[config.mk]
export PLATFORM = sky130hd
export DESIGN_NAME = scit_wide_mul
export DESIGN_NICKNAME = d
export VERILOG_FILES = /design/src/hdl/scit_pkg.sv /design/src/hdl/scit_wide_mul.sv
export SDC_FILE = /design/constraint.sdc
export NUM_CORES = 2
export LEC_CHECK = 0
export BUFFER_PORTS_ARGS = -buffer_cell sky130_fd_sc_hd__buf_2
export CORE_UTILIZATION = 43
export DETAILED_ROUTE_END_ITERATION = 8
export PLACE_DENSITY = 0.61
export REMOVE_ABC_BUFFERS = 1
export SLEW_MARGIN = 20
export SYNTH_ARGS = -nofsm -noshare
export SYNTH_HDL_FRONTEND = slang
export SYNTH_SLANG_ARGS = --single-unit
[constraint.sdc]
create_clock -name clk_i -period 8.1 [get_ports clk_i]
set_clock_uncertainty 0.15 [all_clocks]
set_input_delay 0.81 -clock clk_i [delete_from_list [all_inputs] [get_ports clk_i]]
set_output_delay 0.81 -clock clk_i [all_outputs]
set_load 0.02 [all_outputs]
[src/hdl/scit_pkg.sv]
// Package: widths, payload types and part codes for the segment/circle intersection test.
`timescale 1ns / 1ps

package scit_pkg;

  // Coordinate width; every other width follows from it
  localparam int unsigned COORD_WIDTH = 16;

  // Coordinate difference, its products and sums of two products
  localparam int unsigned DIFF_W = COORD_WIDTH + 1;
  localparam int unsigned PROD_W = 2 * DIFF_W;
  localparam int unsigned SUM_W  = PROD_W + 1;

  // Squared radius, magnitudes fed to the wide multipliers, final products
  localparam int unsigned R2_W   = 2 * COORD_WIDTH;
  localparam int unsigned MAG_W  = 2 * COORD_WIDTH + 1;
  localparam int unsigned HALF_W = COORD_WIDTH + 1;
  localparam int unsigned PP_W   = 2 * HALF_W;
  localparam int unsigned ACC_W  = 4 * HALF_W;
  localparam int unsigned WIDE_W = 2 * MAG_W;

  // Register stages ahead of the output register
  localparam int unsigned STAGES = 6;

  typedef enum logic [1:0] {
    PART_START    = 2'd0,
    PART_END      = 2'd1,
    PART_INTERIOR = 2'd2
  } part_e;

  typedef struct packed {
    logic signed [COORD_WIDTH-1:0] start_x;
    logic signed [COORD_WIDTH-1:0] start_y;
    logic signed [COORD_WIDTH-1:0] end_x;
    logic signed [COORD_WIDTH-1:0] end_y;
    logic signed [COORD_WIDTH-1:0] centre_x;
    logic signed [COORD_WIDTH-1:0] centre_y;
    logic        [COORD_WIDTH-1:0] radius;
  } in_t;

  typedef struct packed {
    logic  hit;
    part_e closest_part;
  } out_t;

  // Squared lengths, projection and cross product after the sum stage
  typedef struct packed {
    logic signed [SUM_W-1:0] l2;
    logic signed [SUM_W-1:0] t;
    logic signed [SUM_W-1:0] cr;
    logic signed [SUM_W-1:0] p2;
    logic signed [SUM_W-1:0] q2;
    logic        [R2_W-1:0]  r2;
  } metrics_t;

  // Classification that rides along with the wide multiplies
  typedef struct packed {
    part_e part;
    logic  ep_hit;
  } class_t;

endpackage

[src/hdl/scit_wide_mul.sv]
// Wide unsigned multiplier: four half-width partial products, then one summing stage.
`timescale 1ns / 1ps

module scit_wide_mul (
  input  logic                        clk_i,
  input  logic                        en_i,
  input  logic [scit_pkg::MAG_W-1:0]  a_i,
  input  logic [scit_pkg::MAG_W-1:0]  b_i,
  output logic [scit_pkg::WIDE_W-1:0] p_o
);

  localparam int unsigned H = scit_pkg::HALF_W;

  logic [2*H-1:0]                 a_ext, b_ext;
  logic [scit_pkg::PP_W-1:0]      ll_q, lh_q, hl_q, hh_q;
  logic [scit_pkg::ACC_W-1:0]     acc;
  logic [scit_pkg::WIDE_W-1:0]    p_q;

  assign a_ext = {{(2*H - scit_pkg::MAG_W){1'b0}}, a_i};
  assign b_ext = {{(2*H - scit_pkg::MAG_W){1'b0}}, b_i};

  // Partial products
  always_ff @(posedge clk_i) begin
    if (en_i) begin
      ll_q <= scit_pkg::PP_W'(a_ext[H-1:0]   * b_ext[H-1:0]);
      lh_q <= scit_pkg::PP_W'(a_ext[H-1:0]   * b_ext[2*H-1:H]);
      hl_q <= scit_pkg::PP_W'(a_ext[2*H-1:H] * b_ext[H-1:0]);
      hh_q <= scit_pkg::PP_W'(a_ext[2*H-1:H] * b_ext[2*H-1:H]);
    end
  end

  // Shift and add; the true product always fits the result width
  always_comb begin
    acc = scit_pkg::ACC_W'(ll_q)
        + (scit_pkg::ACC_W'(lh_q) << H)
        + (scit_pkg::ACC_W'(hl_q) << H)
        + (scit_pkg::ACC_W'(hh_q) << (2*H));
  end

  always_ff @(posedge clk_i) begin
    if (en_i) begin
      p_q <= acc[scit_pkg::WIDE_W-1:0];
    end
  end

  assign p_o = p_q;

endmodule

==> metrics.md <==
| Metric | Value |
|---|---|
| Status | `completed` |
| Reg2reg start | `ll_q[18]` |
| Clock root cell | `clkbuf_16` |
| FFs w/ async S/R, synth | `0%` |
| TNS Setup | `0 ns` |
| Iter 0 DRT Violations | `1960` |
| Slew margin rel. | `42.1%` |
| Vias | `31400` |
| Mapped Cells | `4641` |
| Row cnt | `117` |
| Crit-path max FO | `27` |
| Leading area contributor after synthesis | `fa_1` |
| Crit share post-route | `88.6%` |
| Average wire per standard cell | `19.4 um` |
| Slew @ Worst Pin | `0.869 ns` |
| First-pass GRT wire length | `188 mm` |
| Crit path arrival time | `7.37 ns` |
| Synth Cell Area | `44200 sq um` |
| Post_cts resized | `0` |
| Most common cell on crit path | `fa_1` |
| Io pins | `134` |
| Die area | `104000 sq um` |
| Worst setup EP type | `register` |
| Post-Route WL | `118 mm` |
| Hold WS | `0.269 ns` |
| Critical Path RT | `8.29 ns` |
| Synth Flop Type | `edfxtp_1` |
| Multi-input gate area | `33900 sq um` |
| Share of cells above drive strength 1 | `6.02%` |
| Post-CTS Setup Repair Bufs | `0` |
| Placer Congestion | `0.870` |
| DP HPWL | `94.4 mm` |
| # DRC | `0` |
| Max-Cap Viols | `0` |
| CP Class | `in -> reg` |
| Crit-path cells | `buf_2 > nand2_1 > fa_1 > inv_1 > fa_1 > inv_1 > fa_1 > inv_1 > fa_1 > fa_1 > inv_1 > fa_1 > inv_1 > ha_1 > a21o_1 > a31oi_1 > o21a_1 > nor2b_1 > a311oi_2 > o31ai_2 > o41ai_4 > or4b_1 > o211ai_1` |
| Netlist cell types | `66` |
| Startpoint Class | `input pin` |
| Routed vias/inst | `5.16` |
| Core box area | `102000 sq um` |
| H-tree levels | `4` |
| Fill count | `9764` |
| Slowest CP cell | `buf_2` |
| Overall die width | `323 um` |
| Largest net degree at the start of global routing | `131` |
| Synth top area cells | `fa_1 39%, edfxtp_1 13%, ha_1 13%` |
| Mean Syn Cell Area | `9.52 sq um` |
| Post-synth EDFFs | `198` |
| Final slew viol count | `0` |
| Layout Area Growth over Synthesis | `6.79%` |
| Fin crit period | `7.18 ns` |
| Worst min path class | `reg -> reg` |
| Number of CTS-inserted buffers | `17` |
| Reg2Reg Depth | `13` |
| R2r setup slk | `3.33 ns` |
| Vias in the first global route | `33200` |
| Hold-fix buffers at CTS | `0` |
| RSZ-0062 raised after global routing | `false` |
| Final Hold Vio Count | `0` |
| Storage element area | `5950 sq um` |
| Most frequent cells in the layout | `966 x inv_1, 868 x fa_1, 657 x nand2_1` |
| CTS tree | `yes` |
| GR Util All Layers | `23.6%` |
| Top-area cell type share of the netlist area | `39.3%` |
| Initial antenna violation count | `5` |
| Yosys warnings | `0` |
| Later-pin clock latency in the skew report | `0.51 ns` |
| Port bufs | `133` |
| Final setup violation count | `0` |
| Clock Tree Buf Depth | `2` |
| Commonest non-fill, non-tap cell in the layout | `inv_1` |
| Clock sink count | `198` |
| Initial core utilization | `43.4%` |
| Max incr delay on CP | `0.58 ns` |
| Hold Crit Endpoint | `p_o[8]` |
| GRT overflow | `0` |
| Fmax | `0.139 GHz` |
| Drt first pass iters | `6` |
| RR Endpoint | `p_o[64]` |
| Die Ht | `323 um` |
| Number of synthesized register bits | `198` |
| Hold Startpoint | `ll_q[8]` |
| Detail Route Antenna Nets | `0` |
| Worst hold stages | `0` |
| Final #Nets | `6081` |
| Post-synthesis sequential area ratio | `13.5%` |
| CTS clk-pin slew, worst paths | `0.09 ns` |
## logic make-up after synthesis
group	after synthesis	share of synthesized area [%]
buf+inv	1173	9.96
simple gates	1395	15.5
fa+ha+maj	1323	52.2
flops	198	13.5
xor+xnor	154	3.05
mux	1	0.0226
compound gates	397	5.82
## cell usage after synthesis (all sizes together) (60+ instances only)
master and instances:
edfxtp 198, ha 455, o21ai 67, nand2 657, inv 966, and2 517
a21o 60, fa 868, a21oi 133, clkbuf 207, xnor2 114, nor2 81
## worst max path at each step
stage          slack (ns)       end  cells past startpoint    from
5_1_grt              0.71  ll_q[31]                     23  b_i[9]
3_5_place_dp         0.47  ll_q[31]                     23  b_i[9]
2_1_floorplan        1.46  ll_q[31]                     20  b_i[5]
4_1_cts               1.0  ll_q[31]                     23  b_i[9]
6_report             0.92  ll_q[31]                     23  b_i[9]
3_3_place_gp         0.51  ll_q[32]                     20  b_i[9]
## layer usage
layer  global-route usage [%]  wire [um]  vias up
met2                     40.5      58200      896
met4                     8.74       4310        6
met3                     2.60       5610      188
li1                         -          -    14200
met1                     30.7      49500    16000
met5                        0         38        -
## layout make-up
class / instances / area share (%)
multi-input cells: 3270 / 71.7
flip-flops and latches: 198 / 12.6
clock buffers: 17 / 0.901
clock inverters: 15 / 0.297
well taps: 1368 / 3.63
diodes: 3 / 0.0159
inverters: 966 / 7.68
repair buffers: 237 / 3.17
## flip-flops by register name (all words and copies together), names as in the netlist
signal / cells
p_o: 66
ll_q: 34
hl_q: 33
hh_q: 32
lh_q: 33
## critical path, delay by kind of cell
family	cells	cell delay [ns]
adders and majority gates	7	3.30
AOI/OAI and AO/OA	7	1.71
buffers and inverters	6	0.84
and+or+nand+nor	3	0.71
## metrics by stage
step           worst slack (ns)  area, sq um  instances  util [%]
3_5_place_dp              0.472        46600       6039      45.8
5_1_grt                   0.707        47200       6072      46.3
6_report                  0.924        47200       6074      46.3
3_3_place_gp              0.511        46600       6039      45.8
2_1_floorplan              1.46        43400       4434         -
4_1_cts                   0.999        47200       6071      46.3
Power is left out: the tool's default activity adds up to more than one toggle a clock period on the data nets, which glitch-free logic cannot reach.
