[src/hdl/scit_pkg.sv]
// Package: widths, payload types and part codes for the segment/circle intersection test.
`timescale 1ns / 1ps

package scit_pkg;

  // Coordinate width; every other width follows from it
  localparam int unsigned COORD_WIDTH = 16;

  // Coordinate difference, its products and sums of two products
  localparam int unsigned DIFF_W = COORD_WIDTH + 1;
  localparam int unsigned PROD_W = 2 * DIFF_W;
  localparam int unsigned SUM_W  = PROD_W + 1;

  // Squared radius, magnitudes fed to the wide multipliers, final products
  localparam int unsigned R2_W   = 2 * COORD_WIDTH;
  localparam int unsigned MAG_W  = 2 * COORD_WIDTH + 1;
  localparam int unsigned HALF_W = COORD_WIDTH + 1;
  localparam int unsigned PP_W   = 2 * HALF_W;
  localparam int unsigned ACC_W  = 4 * HALF_W;
  localparam int unsigned WIDE_W = 2 * MAG_W;

  // Register stages ahead of the output register
  localparam int unsigned STAGES = 6;

  typedef enum logic [1:0] {
    PART_START    = 2'd0,
    PART_END      = 2'd1,
    PART_INTERIOR = 2'd2
  } part_e;

  typedef struct packed {
    logic signed [COORD_WIDTH-1:0] start_x;
    logic signed [COORD_WIDTH-1:0] start_y;
    logic signed [COORD_WIDTH-1:0] end_x;
    logic signed [COORD_WIDTH-1:0] end_y;
    logic signed [COORD_WIDTH-1:0] centre_x;
    logic signed [COORD_WIDTH-1:0] centre_y;
    logic        [COORD_WIDTH-1:0] radius;
  } in_t;

  typedef struct packed {
    logic  hit;
    part_e closest_part;
  } out_t;

  // Squared lengths, projection and cross product after the sum stage
  typedef struct packed {
    logic signed [SUM_W-1:0] l2;
    logic signed [SUM_W-1:0] t;
    logic signed [SUM_W-1:0] cr;
    logic signed [SUM_W-1:0] p2;
    logic signed [SUM_W-1:0] q2;
    logic        [R2_W-1:0]  r2;
  } metrics_t;

  // Classification that rides along with the wide multiplies
  typedef struct packed {
    part_e part;
    logic  ep_hit;
  } class_t;

endpackage

[src/hdl/scit_classify.sv]
// Classifier: picks the closest part, does the endpoint test and forms the wide operands.
`timescale 1ns / 1ps

module scit_classify (
  input  logic                       clk_i,
  input  logic                       en_i,
  input  scit_pkg::metrics_t         metrics_i,
  output logic [scit_pkg::MAG_W-1:0] cr_mag_o,
  output logic [scit_pkg::MAG_W-1:0] l2_mag_o,
  output logic [scit_pkg::MAG_W-1:0] r2_o,
  output scit_pkg::class_t           class_o
);

  logic signed [scit_pkg::SUM_W-1:0] r2_s;
  logic signed [scit_pkg::SUM_W-1:0] cr_neg;
  logic signed [scit_pkg::SUM_W-1:0] cr_abs;
  logic                              p_lt, q_lt;
  scit_pkg::class_t                  class_d;
  scit_pkg::class_t                  class_q, class_dly1_q, class_dly2_q;
  logic [scit_pkg::MAG_W-1:0]        cr_mag_q, l2_mag_q, r2_q;

  // Part selection; a zero-length segment is tested as its start point
  always_comb begin
    r2_s   = $signed({{(scit_pkg::SUM_W - scit_pkg::R2_W){1'b0}}, metrics_i.r2});
    p_lt   = metrics_i.p2 < r2_s;
    q_lt   = metrics_i.q2 < r2_s;
    cr_neg = -metrics_i.cr;
    cr_abs = metrics_i.cr[scit_pkg::SUM_W-1] ? cr_neg : metrics_i.cr;

    if ((metrics_i.l2 == '0) || metrics_i.t[scit_pkg::SUM_W-1]) begin
      class_d.part   = scit_pkg::PART_START;
      class_d.ep_hit = p_lt;
    end else if (metrics_i.l2 < metrics_i.t) begin
      class_d.part   = scit_pkg::PART_END;
      class_d.ep_hit = q_lt;
    end else begin
      class_d.part   = scit_pkg::PART_INTERIOR;
      class_d.ep_hit = 1'b0;
    end
  end

  // Stage 4 register, then two delay stages matching the wide multipliers
  always_ff @(posedge clk_i) begin
    if (en_i) begin
      cr_mag_q     <= cr_abs[scit_pkg::MAG_W-1:0];
      l2_mag_q     <= metrics_i.l2[scit_pkg::MAG_W-1:0];
      r2_q         <= scit_pkg::MAG_W'(metrics_i.r2);
      class_q      <= class_d;
      class_dly1_q <= class_q;
      class_dly2_q <= class_dly1_q;
    end
  end

  assign cr_mag_o = cr_mag_q;
  assign l2_mag_o = l2_mag_q;
  assign r2_o     = r2_q;
  assign class_o  = class_dly2_q;

endmodule

[config.mk]
export PLATFORM = sky130hd
export DESIGN_NAME = scit_classify
export DESIGN_NICKNAME = d
export VERILOG_FILES = /design/src/hdl/scit_pkg.sv /design/src/hdl/scit_classify.sv
export SDC_FILE = /design/constraint.sdc
export NUM_CORES = 1
export LEC_CHECK = 0
export BUFFER_PORTS_ARGS = -buffer_cell sky130_fd_sc_hd__buf_2
export CAP_MARGIN = 10
export CORE_AREA = 2 2 122 124
export CTS_CLUSTER_DIAMETER = 80
export DETAILED_ROUTE_END_ITERATION = 16
export DIE_AREA = 0 0 124 126
export PLACE_DENSITY = 0.75
export SYNTH_ARGS = -nofsm -noshare
export SYNTH_HDL_FRONTEND = slang
export SYNTH_SLANG_ARGS = --single-unit
[constraint.sdc]
create_clock -name clk_i -period 4.15 [get_ports clk_i]
set_input_delay 0.415 -clock clk_i [delete_from_list [all_inputs] [get_ports clk_i]]
set_output_delay 0.415 -clock clk_i [all_outputs]
set_load 0.01 [all_outputs]
==> impl_metrics.ini <==
[route]
drc = 0
ant_nets = 0
finalWirelength_um = 16400
wl_per_cell_um = 15.8
firstDrtPassIters = 4
dr_total_vias = 5265
avgViaCountPerCell = 5.07
drtIter0Drc = 202

[logic_synthesis]
seq_area_frac_synth = 0.506
syn_nets = 839
synth_top_area_share = 0.506
synthesis.area_um2 = 6350
yosysTopAreaCell = edfxtp_1
synth_cell_types = 50
synth.avg_cell_area_um2 = 11.9
synth_edf_count = 107
synthTopCellsByArea = edfxtp_1 (51%), ha_1 (19%), xnor2_1 (4.3%)
synthCells = 533
synth.ff_latch_count = 107
synth_top_flop_cell = edfxtp_1
ys.warnings.count = 0
synthArstFlopShare = 0

[worst_setup_path]
worstPathArrival_ns = 2.46
crit_top_cell = o21ai_0
r2r_slack_ns = 3.54
crit_path_start_kind = input port
cp.required_ns = 4.31
path_cells = buf_2, inv_1, ha_1, a21oi_1, o21ai_0, a221oi_1, o21ai_0, nor3_1, mux2_2, o32ai_1
slowest_delay_ns = 0.40
worst-path-max-fanout = 3
slowest_stage = mux2_2
rr_worst_depth = 0
r2r_start = class_q[0]
end_kind = register
worstSetupPathType = in -> reg
r2r-end = class_dly1_q[0]

[placed_design]
post-place-ws_ns = 1.49
dp_hpwl_um = 13800
portBuffers = 308
finalWeightedCongestion = 0.846
placedCellCount = 1023
placed_area_um2 = 8120

[power_and_ir_drop]
peakVddDrop_v = 0.000248
p_leak_nw = 4.08
power.density_nw_per_um2 = 331
p_total_mw = 2.79

[min_path]
holdCritPathClass = in -> reg
holdPathStages = 1
hold_start = metrics_i[10]
hold-path-endpoint = r2_o[10]

[clocking]
post_cts_resized = 0
cts_sinks = 107
cts-root-buf = clkbuf_16
cts_max_path_buffers = 2
post_cts_buffers = 0
ctsHtreeMaxLevel = 3
cts_tree = built
cts_buffers = 9
clkTransAtPathRegs_ns = 0.08
clkLatencyLatePin_ns = 0.34
ctsHoldBuffers = 0

[floorplan]
die_h_um = 126
start_util = 0.443
dieArea_um2 = 15600
ios = 311
core_um2 = 14300
die_w_um = 124
std_cell_rows = 44

[global_route]
grt_pass1_vias = 5189
antenna_found_initial = 0
grt_first_pass_wirelength_um = 24900
grt_use_total = 0.207
grt_max_degree = 57
grt_overflow = 0

[layout]
fin_util = 0.589
drive_gt1_frac = 0.394
syn2layout_area_growth_pct = 32.9
num-nets-final = 1156
diodes = 0
stdcell_count = 1039
postLayoutCellArea_um2 = 8430

[outcome]
status = finished, final reports clean

[sta]
worstMarginPinSlew_ns = 0.735
setup_viol = 0
fin_tns_setup_ns = 0
clock.fmax_mhz = 434
skew_ns = 0.00157
min_period_over_period = 0.555
finalCriticalPeriod_ns = 2.30
timing.hold.ws_ns = 0.261
setup_slack_ns = 1.85
max-slew-margin-rel = 0.510
hold_viol = 0
grt_setup_unrepaired = false
drv_slew = 0

[run]
maxCapViolations = 0
[registers in the layout (all words and copies together) (netlist names)]
signal        count
cr_mag_o         33
l2_mag_o         33
r2_o             32
class_dly1_q      3
class_o           3
class_q           3
[where the power goes]
group,internal (mW),switching [mW],leakage (nW)
Clock,0.529,0.392,0.157
Sequential,1.30,0.0198,1.05
Combinational,0.248,0.302,2.87
Total,2.08,0.715,4.08
[routing by layer]
metal  share of wire  GRT usage  vias up
met2            0.49      0.357      208
met5               0          0        -
met4           0.031     0.0912        0
met1            0.40      0.243     2394
met3           0.073     0.0498       36
li1                -          -     2627
[placed cells by master, fill, tap and decap left out, drive strengths merged, types with 2 or more instances in the layout]
cell type | synthesis | final
a2111oi | 2 | 2
a211o | 2 | 2
a211oi | 3 | 3
a21o | 13 | 13
a21oi | 31 | 31
a221oi | 2 | 2
a31oi | 2 | 2
buf | 2 | 310
bufinv | 0 | 2
clkbuf | 2 | 9
clkinv | 0 | 4
edfxtp | 107 | 107
ha | 97 | 97
inv | 69 | 70
nand2 | 28 | 28
nand2b | 7 | 7
nand3 | 11 | 11
nand4 | 20 | 20
nor2 | 19 | 19
nor2b | 3 | 3
nor3 | 7 | 7
nor4 | 13 | 13
o21ai | 24 | 24
o31ai | 13 | 13
o41ai | 3 | 3
or3 | 6 | 6
xnor2 | 31 | 31
[cells by family (layout without fill, tap and decap cells)]
group	after synthesis	count (layout)	share of synthesized area
compound gates	101	101	0.103
xor+xnor	31	31	0.0428
fa+ha+maj	97	97	0.191
buf+inv	73	395	0.0438
flops	107	107	0.506
mux	1	1	0.00177
other cells	1	1	0.000591
simple gates	122	122	0.110
[critical path: cells and delay by family]
family / cells / cell delay [ns]
muxes: 1 / 0.40
adders and majority gates: 1 / 0.32
AOI/OAI and AO/OA: 5 / 0.97
and+or+nand+nor: 1 / 0.23
buffers and inverters: 2 / 0.13
[worst max path at each step]
stage	from	to	slack, ns
after floorplan	metrics_i[163]	class_q[0]	1.87
after global placement	metrics_i[163]	class_q[0]	1.53
after detailed placement	metrics_i[14]	class_q[0]	1.49
after CTS	metrics_i[163]	class_q[0]	1.85
after global routing	metrics_i[163]	class_q[0]	1.73
final	metrics_i[163]	class_q[0]	1.85
[synthesized netlist by cell type (3+ instances only)]
library cell,n
nand2b_1,5
nand4_1,19
nand3_1,11
edfxtp_1,107
a211oi_1,3
nor2_1,19
nor3_1,7
xnor2_1,31
a21o_1,13
inv_1,69
a21oi_1,31
nand2_1,28
nor4_1,10
or3_1,5
nor2b_1,3
ha_1,97
o31ai_1,13
o21ai_0,20
[cell type report]
| type | count | area (um2) |
|---|---|---|
| tap | 184 | 230 |
| clock inverter | 7 | 91.3 |
| inverter | 69 | 259 |
| fill | 1297 | 5880 |
| sequential | 107 | 3210 |
| clock buffer | 9 | 225 |
| timing repair buffer | 310 | 1560 |
| multi-input combinational | 353 | 2860 |
(Power assumes the default switching activity.)
