### config.mk
export PLATFORM = sky130hd
export DESIGN_NAME = scit_out_buf
export DESIGN_NICKNAME = d
export VERILOG_FILES = /design/src/hdl/scit_pkg.sv /design/src/hdl/scit_out_buf.sv
export SDC_FILE = /design/constraint.sdc
export NUM_CORES = 1
export LEC_CHECK = 0
export CAP_MARGIN = 20
export CORE_ASPECT_RATIO = 0.8
export CORE_MARGIN = 1
export CORE_UTILIZATION = 60
export CTS_BUF_LIST = sky130_fd_sc_hd__clkbuf_8
export CTS_CLUSTER_DIAMETER = 120
export DETAILED_ROUTE_END_ITERATION = 8
export DONT_BUFFER_PORTS = 1
export PLACE_DENSITY = 0.78
export SLEW_MARGIN = 40
export SYNTH_ARGS = -nofsm -noshare
export SYNTH_HDL_FRONTEND = slang
export SYNTH_SLANG_ARGS = --single-unit
### constraint.sdc
create_clock -name clk_i -period 1.45 [get_ports clk_i]
set_input_delay 0.29 -clock clk_i [delete_from_list [all_inputs] [get_ports clk_i]]
set_output_delay 0.29 -clock clk_i [all_outputs]
set_load 0.005 [all_outputs]
### src/hdl/scit_pkg.sv
// Package: widths, payload types and part codes for the segment/circle intersection test.
`timescale 1ns / 1ps

package scit_pkg;

  // Coordinate width; every other width follows from it
  localparam int unsigned COORD_WIDTH = 16;

  // Coordinate difference, its products and sums of two products
  localparam int unsigned DIFF_W = COORD_WIDTH + 1;
  localparam int unsigned PROD_W = 2 * DIFF_W;
  localparam int unsigned SUM_W  = PROD_W + 1;

  // Squared radius, magnitudes fed to the wide multipliers, final products
  localparam int unsigned R2_W   = 2 * COORD_WIDTH;
  localparam int unsigned MAG_W  = 2 * COORD_WIDTH + 1;
  localparam int unsigned HALF_W = COORD_WIDTH + 1;
  localparam int unsigned PP_W   = 2 * HALF_W;
  localparam int unsigned ACC_W  = 4 * HALF_W;
  localparam int unsigned WIDE_W = 2 * MAG_W;

  // Register stages ahead of the output register
  localparam int unsigned STAGES = 6;

  typedef enum logic [1:0] {
    PART_START    = 2'd0,
    PART_END      = 2'd1,
    PART_INTERIOR = 2'd2
  } part_e;

  typedef struct packed {
    logic signed [COORD_WIDTH-1:0] start_x;
    logic signed [COORD_WIDTH-1:0] start_y;
    logic signed [COORD_WIDTH-1:0] end_x;
    logic signed [COORD_WIDTH-1:0] end_y;
    logic signed [COORD_WIDTH-1:0] centre_x;
    logic signed [COORD_WIDTH-1:0] centre_y;
    logic        [COORD_WIDTH-1:0] radius;
  } in_t;

  typedef struct packed {
    logic  hit;
    part_e closest_part;
  } out_t;

  // Squared lengths, projection and cross product after the sum stage
  typedef struct packed {
    logic signed [SUM_W-1:0] l2;
    logic signed [SUM_W-1:0] t;
    logic signed [SUM_W-1:0] cr;
    logic signed [SUM_W-1:0] p2;
    logic signed [SUM_W-1:0] q2;
    logic        [R2_W-1:0]  r2;
  } metrics_t;

  // Classification that rides along with the wide multiplies
  typedef struct packed {
    part_e part;
    logic  ep_hit;
  } class_t;

endpackage

### src/hdl/scit_out_buf.sv
// Output stage: final interior compare, output register and one skid entry.
`timescale 1ns / 1ps

module scit_out_buf (
  input  logic                        clk_i,
  input  logic                        rst_ni,
  input  logic                        pipe_valid_i,
  input  logic [scit_pkg::WIDE_W-1:0] sq_cross_i,
  input  logic [scit_pkg::WIDE_W-1:0] bound_i,
  input  scit_pkg::class_t            class_i,
  output logic                        pipe_en_o,
  output logic                        out_valid_o,
  input  logic                        out_stall_i,
  output scit_pkg::out_t              out_data_o
);

  scit_pkg::out_t res;
  scit_pkg::out_t out_data_d, out_data_q, skid_data_d, skid_data_q;
  logic           out_valid_d, out_valid_q, skid_valid_d, skid_valid_q;
  logic           take;

  // Interior: (d x p)^2 < r^2 * |d|^2; endpoints were decided upstream
  always_comb begin
    res.closest_part = class_i.part;
    if (class_i.part == scit_pkg::PART_INTERIOR) begin
      res.hit = sq_cross_i < bound_i;
    end else begin
      res.hit = class_i.ep_hit;
    end
  end

  // Output register with skid; the pipeline holds while the skid is full
  always_comb begin
    take         = out_valid_q & ~out_stall_i;
    out_valid_d  = out_valid_q;
    out_data_d   = out_data_q;
    skid_valid_d = skid_valid_q;
    skid_data_d  = skid_data_q;
    if (skid_valid_q) begin
      if (take) begin
        out_data_d   = skid_data_q;
        skid_valid_d = 1'b0;
      end
    end else if (pipe_valid_i) begin
      if (!out_valid_q || take) begin
        out_valid_d = 1'b1;
        out_data_d  = res;
      end else begin
        skid_valid_d = 1'b1;
        skid_data_d  = res;
      end
    end else if (take) begin
      out_valid_d = 1'b0;
    end
  end

  always_ff @(posedge clk_i or negedge rst_ni) begin
    if (!rst_ni) begin
      out_valid_q  <= 1'b0;
      skid_valid_q <= 1'b0;
    end else begin
      out_valid_q  <= out_valid_d;
      skid_valid_q <= skid_valid_d;
    end
  end

  always_ff @(posedge clk_i) begin
    out_data_q  <= out_data_d;
    skid_data_q <= skid_data_d;
  end

  assign pipe_en_o   = ~skid_valid_q;
  assign out_valid_o = out_valid_q;
  assign out_data_o  = out_data_q;

endmodule

==> impl_metrics.tcl, run 1 <==
set metrics [dict create \
    status "finished, violations left" \
    violations "setup timing" \
    synth.area.top_cells "ha_1, inv_1, edfxtp_1" \
    setup_viol_count_final 2 \
    clkLatencyLatePin_ns 0.23 \
    rsz0062_at_grt "true" \
    critPathRequiredTime_ns 1.51 \
    first_iter_violations 31 \
    async_flop_share_pct 25.0 \
    worstSetupPathType "primary input to flop" \
    grt_max_degree 7 \
    area_delta_synth_final_pct 24.9 \
    max-vdd-ir-drop_v 0.000425 \
    core_region_area_um2 3110 \
    syn_nets 465 \
    multi_input_area_um2 1720 \
    fin_cells 321 \
    place_congestion 0.750 \
    tightest_slew_ns 0.292 \
    fin_tns_setup_ns -0.473 \
    grt_usage_pct 25.3 \
    hold_viol_final 0 \
    cp-start-kind "primary input" \
    vias 1847 \
    total_leakage_power_nw 1.33 \
    synth_warnings 0 \
    drcViolationCount 0 \
    synthCells 261 \
    cts_tree "built" \
    h-tree-depth 1 \
    place_inst 315 \
    drv_slew 0 \
    io_buffer_count 0 \
    clock-sinks 8 \
    path_max_fanout 2 \
    regArea_um2 230 \
    syn-mean-instance-area_um2 7.57 \
    hp-class "primary input to flop" \
    cts_buffer_depth 2 \
    max-slew-margin-rel_pct 80.5 \
    max_freq_mhz 587 \
    synth_top_area_share_pct 41.1 \
    hold_end "skid_data_q[1]$_DFFE_PP_" \
    finalWirelength_um 4800 \
    r2r_slack_ns 0.21 \
    antenna_found_initial 0 \
    synthTopCellsByCount "inv_1, ha_1, a21oi_1" \
    nets 486 \
    finalCritPeriodShare_pct 118 \
    nFillCells 228 \
    grt_pass1_wl_um 6770 \
    synthMostInstantiatedCell "inv_1" \
    die_w_um 66.2 \
    path_clk_slew_ns 0.05 \
    p_total_mw 1.41 \
    overflow 0 \
    ant_nets 0 \
    fin_util_pct 79.5 \
    die_h_um 53.3 \
    num_antenna_cells 0 \
    critical_path_arrival_ns 1.77 \
    cts-root-buf "clkbuf_8" \
    worstHoldPathCells 0 \
    ys_seq_area_share_pct 11.6 \
    ys_seq_elements 8 \
    hold_slack_ns 0.159 \
    worst_hold_startpoint "class_i[2]" \
    cp-end-kind "flop" \
    synth_edf_count 6 \
    ios 144 \
    drive_above_1_share_pct 20.6 \
    reg2reg_depth 4 \
    setup_ws_ns -0.255 \
    ys_types 28 \
    rows 18 \
    die_area_um2 3530 \
    grt_pass1_vias 1717 \
    yosys.area.top_type "ha_1" \
    period_minus_slack_ns 1.70 \
    p_per_area_nw_per_um2 571 \
    first_pass_iters 5 \
    worstReg2RegStart "skid_valid_q$_DFF_PN0_" \
    avgRoutedWirePerCell_um 15.0 \
    viasPerCell 5.75 \
    mappedNetlistArea_um2 1980 \
    maxCapViolations 0 \
    start_util_pct 63.6 \
    dp_hpwl_um 4070 \
    r2r-end "out_data_o[1]$_DFFE_PP_" \
    cts_buffers 3 \
    finClkSkew_ns 0.00295 \
    ys.flop_type "edfxtp_1" \
]
[through the flow]
| step | setup WS, ns | instance area, um2 |
|---|---|---|
| 3_5_place_dp | -0.595 | 2200 |
| 3_3_place_gp | -0.554 | 2200 |
| 5_1_grt | -0.322 | 2470 |
| 4_1_cts | -0.308 | 2370 |
| 6_report | -0.255 | 2470 |
| 2_1_floorplan | -0.371 | 2050 |
[cell type report]
| type | count | area share [%] |
|---|---|---|
| multi-input combinational | 185 | 69.8 |
| tap | 40 | 2.03 |
| inverter | 68 | 12.1 |
| sequential | 8 | 9.32 |
| clock inverter | 1 | 0.152 |
| timing repair buffer | 16 | 4.96 |
| clock buffer | 3 | 1.67 |
[sequential cells by signal (all words and copies together), names as in the netlist]
register	cells
skid_valid_q	1
out_data_o	3
skid_data_q	3
out_valid_o	1
[layer usage]
metal  GRT usage (%)  vias up  wire [um]
met3            5.39       16        377
met4            10.6        0        126
met2            51.2      100       2610
met5            1.79        -          0
li1                -      935          -
met1            24.7      796       1690
[placed cells by master (no fill, tap or decap), drive strengths merged]
master	count
nor2b	2
o22ai	2
nor4	3
a41oi	1
mux2	2
buf	15
o21ai	14
edfxtp	6
a211oi	2
or2	1
a31oi	2
nand2b	3
a21boi	1
nor2	5
o21a	1
a21oi	31
nor3b	1
inv	69
a221oi	1
nand4	8
nand3	2
a21o	9
dfrtp	2
dlygate4sd3	1
o211ai	1
nor3	3
clkbuf	3
ha	65
nand2	25
[report_power, final]
part	internal (mW)	switching [mW]	total (mW)
registers	0.341	0.0704	0.412
logic	0.360	0.357	0.717
clock network	0.184	0.0962	0.280
[worst max path at each step]
stage / start / end / slack (ns) / cells past startpoint
2_1_floorplan: bound_i[44] / out_data_o[2]$_DFFE_PP_ / -0.37 / 9
3_3_place_gp: bound_i[27] / skid_data_q[2]$_DFFE_PP_ / -0.55 / 8
3_5_place_dp: bound_i[27] / skid_data_q[2]$_DFFE_PP_ / -0.60 / 8
4_1_cts: bound_i[28] / out_data_o[2]$_DFFE_PP_ / -0.31 / 8
5_1_grt: bound_i[45] / skid_data_q[2]$_DFFE_PP_ / -0.32 / 9
6_report: bound_i[47] / skid_data_q[2]$_DFFE_PP_ / -0.25 / 9
[logic make-up after synthesis]
group           after synthesis  share of synthesized area (%)
compound gates               65                           19.6
mux                           2                           1.14
buf+inv                      68                           12.9
flops                         8                           11.6
simple gates                 53                           13.6
fa+ha+maj                    65                           41.1
[critical path, stage by stage]
cell	delay, ns
inv_2	0.05
ha_4	0.19
a21o_1	0.16
a21o_1	0.19
a221oi_2	0.26
o21ai_1	0.11
a31oi_1	0.22
o21ai_2	0.11
a31oi_1	0.18
[repair_timing]
item,4_1_cts,5_1_grt
endpoints found under the setup margin,2,2
resized for setup,19,18
hold buffers,1,0
endpoints found under the hold margin,2,0
pin swaps,11,15
setup buffers,1,0
No activity file was read; power rests on OpenSTA's default activity.
==> inputs of run 2 (changes only) <==
--- a/config.mk
+++ b/config.mk
@@ -5,6 +5,7 @@
 export SDC_FILE = /design/constraint.sdc
 export NUM_CORES = 1
 export LEC_CHECK = 0
+export ABC_AREA = 1
 export CAP_MARGIN = 20
 export CORE_ASPECT_RATIO = 0.8
 export CORE_MARGIN = 1
==> impl_metrics.tcl, run 2 <==
set metrics [dict create \
    status "finished, violations left" \
    violations "setup timing" \
    finalWirelength_um 5390 \
    dp_hpwl_um 4280 \
    overflow 0 \
    grt_pass1_vias 2000 \
    vias 2055 \
    syn_nets 534 \
    num_antenna_cells 0 \
    syn-mean-instance-area_um2 6.45 \
    worstReg2RegStart "skid_valid_q$_DFF_PN0_" \
    ys.flop_type "edfxtp_1" \
    antenna_found_initial 0 \
    setup_viol_count_final 1 \
    first_iter_violations 42 \
    cts_tree "built" \
    path_clk_slew_ns 0.05 \
    die_area_um2 3790 \
    die_w_um 68.6 \
    synthMostInstantiatedCell "inv_1" \
    avgRoutedWirePerCell_um 14.1 \
    regArea_um2 230 \
    cts-root-buf "clkbuf_8" \
    cts_buffer_depth 2 \
    critPathRequiredTime_ns 1.45 \
    ant_nets 0 \
    max_freq_mhz 678 \
    placed_area_um2 2480 \
    hold_viol_final 0 \
    hold_slack_ns 0.142 \
    core_region_area_um2 3220 \
    synth_top_area_share_pct 38.2 \
    h-tree-depth 1 \
    start_util_pct 66.1 \
    setup_ws_ns -0.0240 \
    rows 18 \
    path_max_fanout 2 \
    final_cell_mix "nand2_1, inv_1, ha_1" \
    synth_edf_count 6 \
    synth_warnings 0 \
    drcViolationCount 0 \
    yosys.area.top_type "ha_1" \
    endpoint "out_data_o[2]$_DFFE_PP_" \
    synthTopCellsByCount "inv_1, nand2_1, ha_1" \
    clkLatencyLatePin_ns 0.24 \
    async_flop_share_pct 25.0 \
    maxCapViolations 0 \
    io_buffer_count 0 \
    die_h_um 55.3 \
    nFillCells 200 \
    mostFrequentLayoutCell "nand2_1" \
    worstSetupPathType "primary input to flop" \
    finalCritPeriodShare_pct 102 \
    p_per_area_nw_per_um2 525 \
    synthCells 330 \
    max-slew-margin-rel_pct 75.8 \
    area_delta_synth_final_pct 25.5 \
    critical_path_arrival_ns 1.47 \
    cp-start-kind "primary input" \
    ys_types 17 \
    final_area_um2 2670 \
    drive_above_1_share_pct 21.7 \
    first_pass_iters 4 \
    tightest_slew_ns 0.363 \
    period_minus_slack_ns 1.47 \
    r2r-end "out_data_o[1]$_DFFE_PP_" \
    mappedNetlistArea_um2 2130 \
    viasPerCell 5.39 \
    multi_input_area_um2 1900 \
    ios 144 \
    place_congestion 0.783 \
    crit_path_start "bound_i[21]" \
    cp-end-kind "flop" \
    reg2reg_depth 3 \
    r2r_slack_ns 0.11 \
    finClkSkew_ns 0.00723 \
    nets 546 \
    cts_buffers 3 \
    drv_slew 0 \
    grt_max_degree 6 \
    ys_seq_elements 8 \
    grt_pass1_wl_um 7830 \
    dp_slack_ns -0.268 \
    hp-class "primary input to flop" \
    grt_usage_pct 26.6 \
    clock-sinks 8 \
    fin_util_pct 82.9 \
    max-vdd-ir-drop_v 0.000453 \
    rsz0062_at_grt "true" \
    total_leakage_power_nw 1.46 \
    synth.area.top_cells "ha_1, inv_1, nand2_1" \
    p_total_mw 1.40 \
    ys_seq_area_share_pct 10.8 \
]
==> run 2: cell count changes in the layout (fill, tap and decap cells not counted), sizes merged, moves of 4 or more <==
cell / change
buf: -9
o21ai: -4
a21oi: -4
inv: +23
nor2: +22
nand2: +58
a21o: -6
==> run 2: how the worst min path moves through the flow <==
| stage | cells past startpoint | to | slack, ns | start |
|---|---|---|---|---|
| after global routing | 0 | skid_data_q[1]$_DFFE_PP_ | 0.14 | class_i[2] |
| after global placement | 0 | out_valid_o$_DFFE_PN0P_ | -0.006 | rst_ni |
| after floorplan | 0 | out_valid_o$_DFFE_PN0P_ | -0.006 | rst_ni |
| after detailed placement | 0 | out_valid_o$_DFFE_PN0P_ | -0.006 | rst_ni |
| after CTS | 0 | skid_data_q[1]$_DFFE_PP_ | 0.14 | class_i[2] |
| final | 0 | skid_data_q[0]$_DFFE_PP_ | 0.14 | class_i[1] |
==> run 2: timing repair <==
action	in CTS	in global routing
setup endpoints to repair	1	2
endpoints found under the hold margin	2	0
pin swaps	12	18
setup buffers	1	1
gates resized for setup	7	12
hold buffers	1	0
==> run 2: cell type report <==
| class | count | share of cell area (%) |
|---|---|---|
| timing repair buffer | 7 | 2.06 |
| sequential | 8 | 8.62 |
| tap | 40 | 1.87 |
| clock inverter | 1 | 0.141 |
| clock buffer | 3 | 1.55 |
| inverter | 91 | 14.5 |
| multi-input combinational | 231 | 71.3 |
==> run 2: logic make-up after synthesis <==
family	count (synthesis)	share of synthesized area, %
buffers and inverters	91	16.0
flip-flops	8	10.8
AO/OA/AOI/OAI	43	10.8
AND/OR/NAND/NOR	123	24.1
adder cells (fa/ha/maj)	65	38.2
==> run 2: power breakdown <==
part           internal [mW]  total, mW  switching, mW
sequential             0.340      0.405         0.0648
clock                  0.185      0.289          0.104
combinational          0.320      0.708          0.388
==> run 2: stage by stage <==
step | TNS, ns | cells
floorplan | -0.173 | 330
global placement | -0.383 | 374
detailed placement | -0.448 | 374
CTS | 0 | 380
global route | -0.110 | 381
finish | -0.0240 | 381
==> run 2: routing by layer <==
metal / global-route usage [%] / part of all wire [%] / up-vias
met5: 0 / 0 / -
met3: 6.20 / 7.4 / 4
li1: - / - / 1056
met1: 27.0 / 37 / 901
met2: 51.8 / 55 / 94
met4: 6.25 / 1.0 / 0
==> run 2: worst max-delay path, stage by stage <==
cell	delay [ns]
inv_1	0.02
ha_1	0.28
nand2_1	0.07
nor2_1	0.12
and2_4	0.17
nand2_2	0.06
nor2_2	0.08
nand2_1	0.05
nand3_1	0.06
nor2_1	0.04
nand2_1	0.07
nand2_2	0.05
nand2_1	0.05
nand2_1	0.04
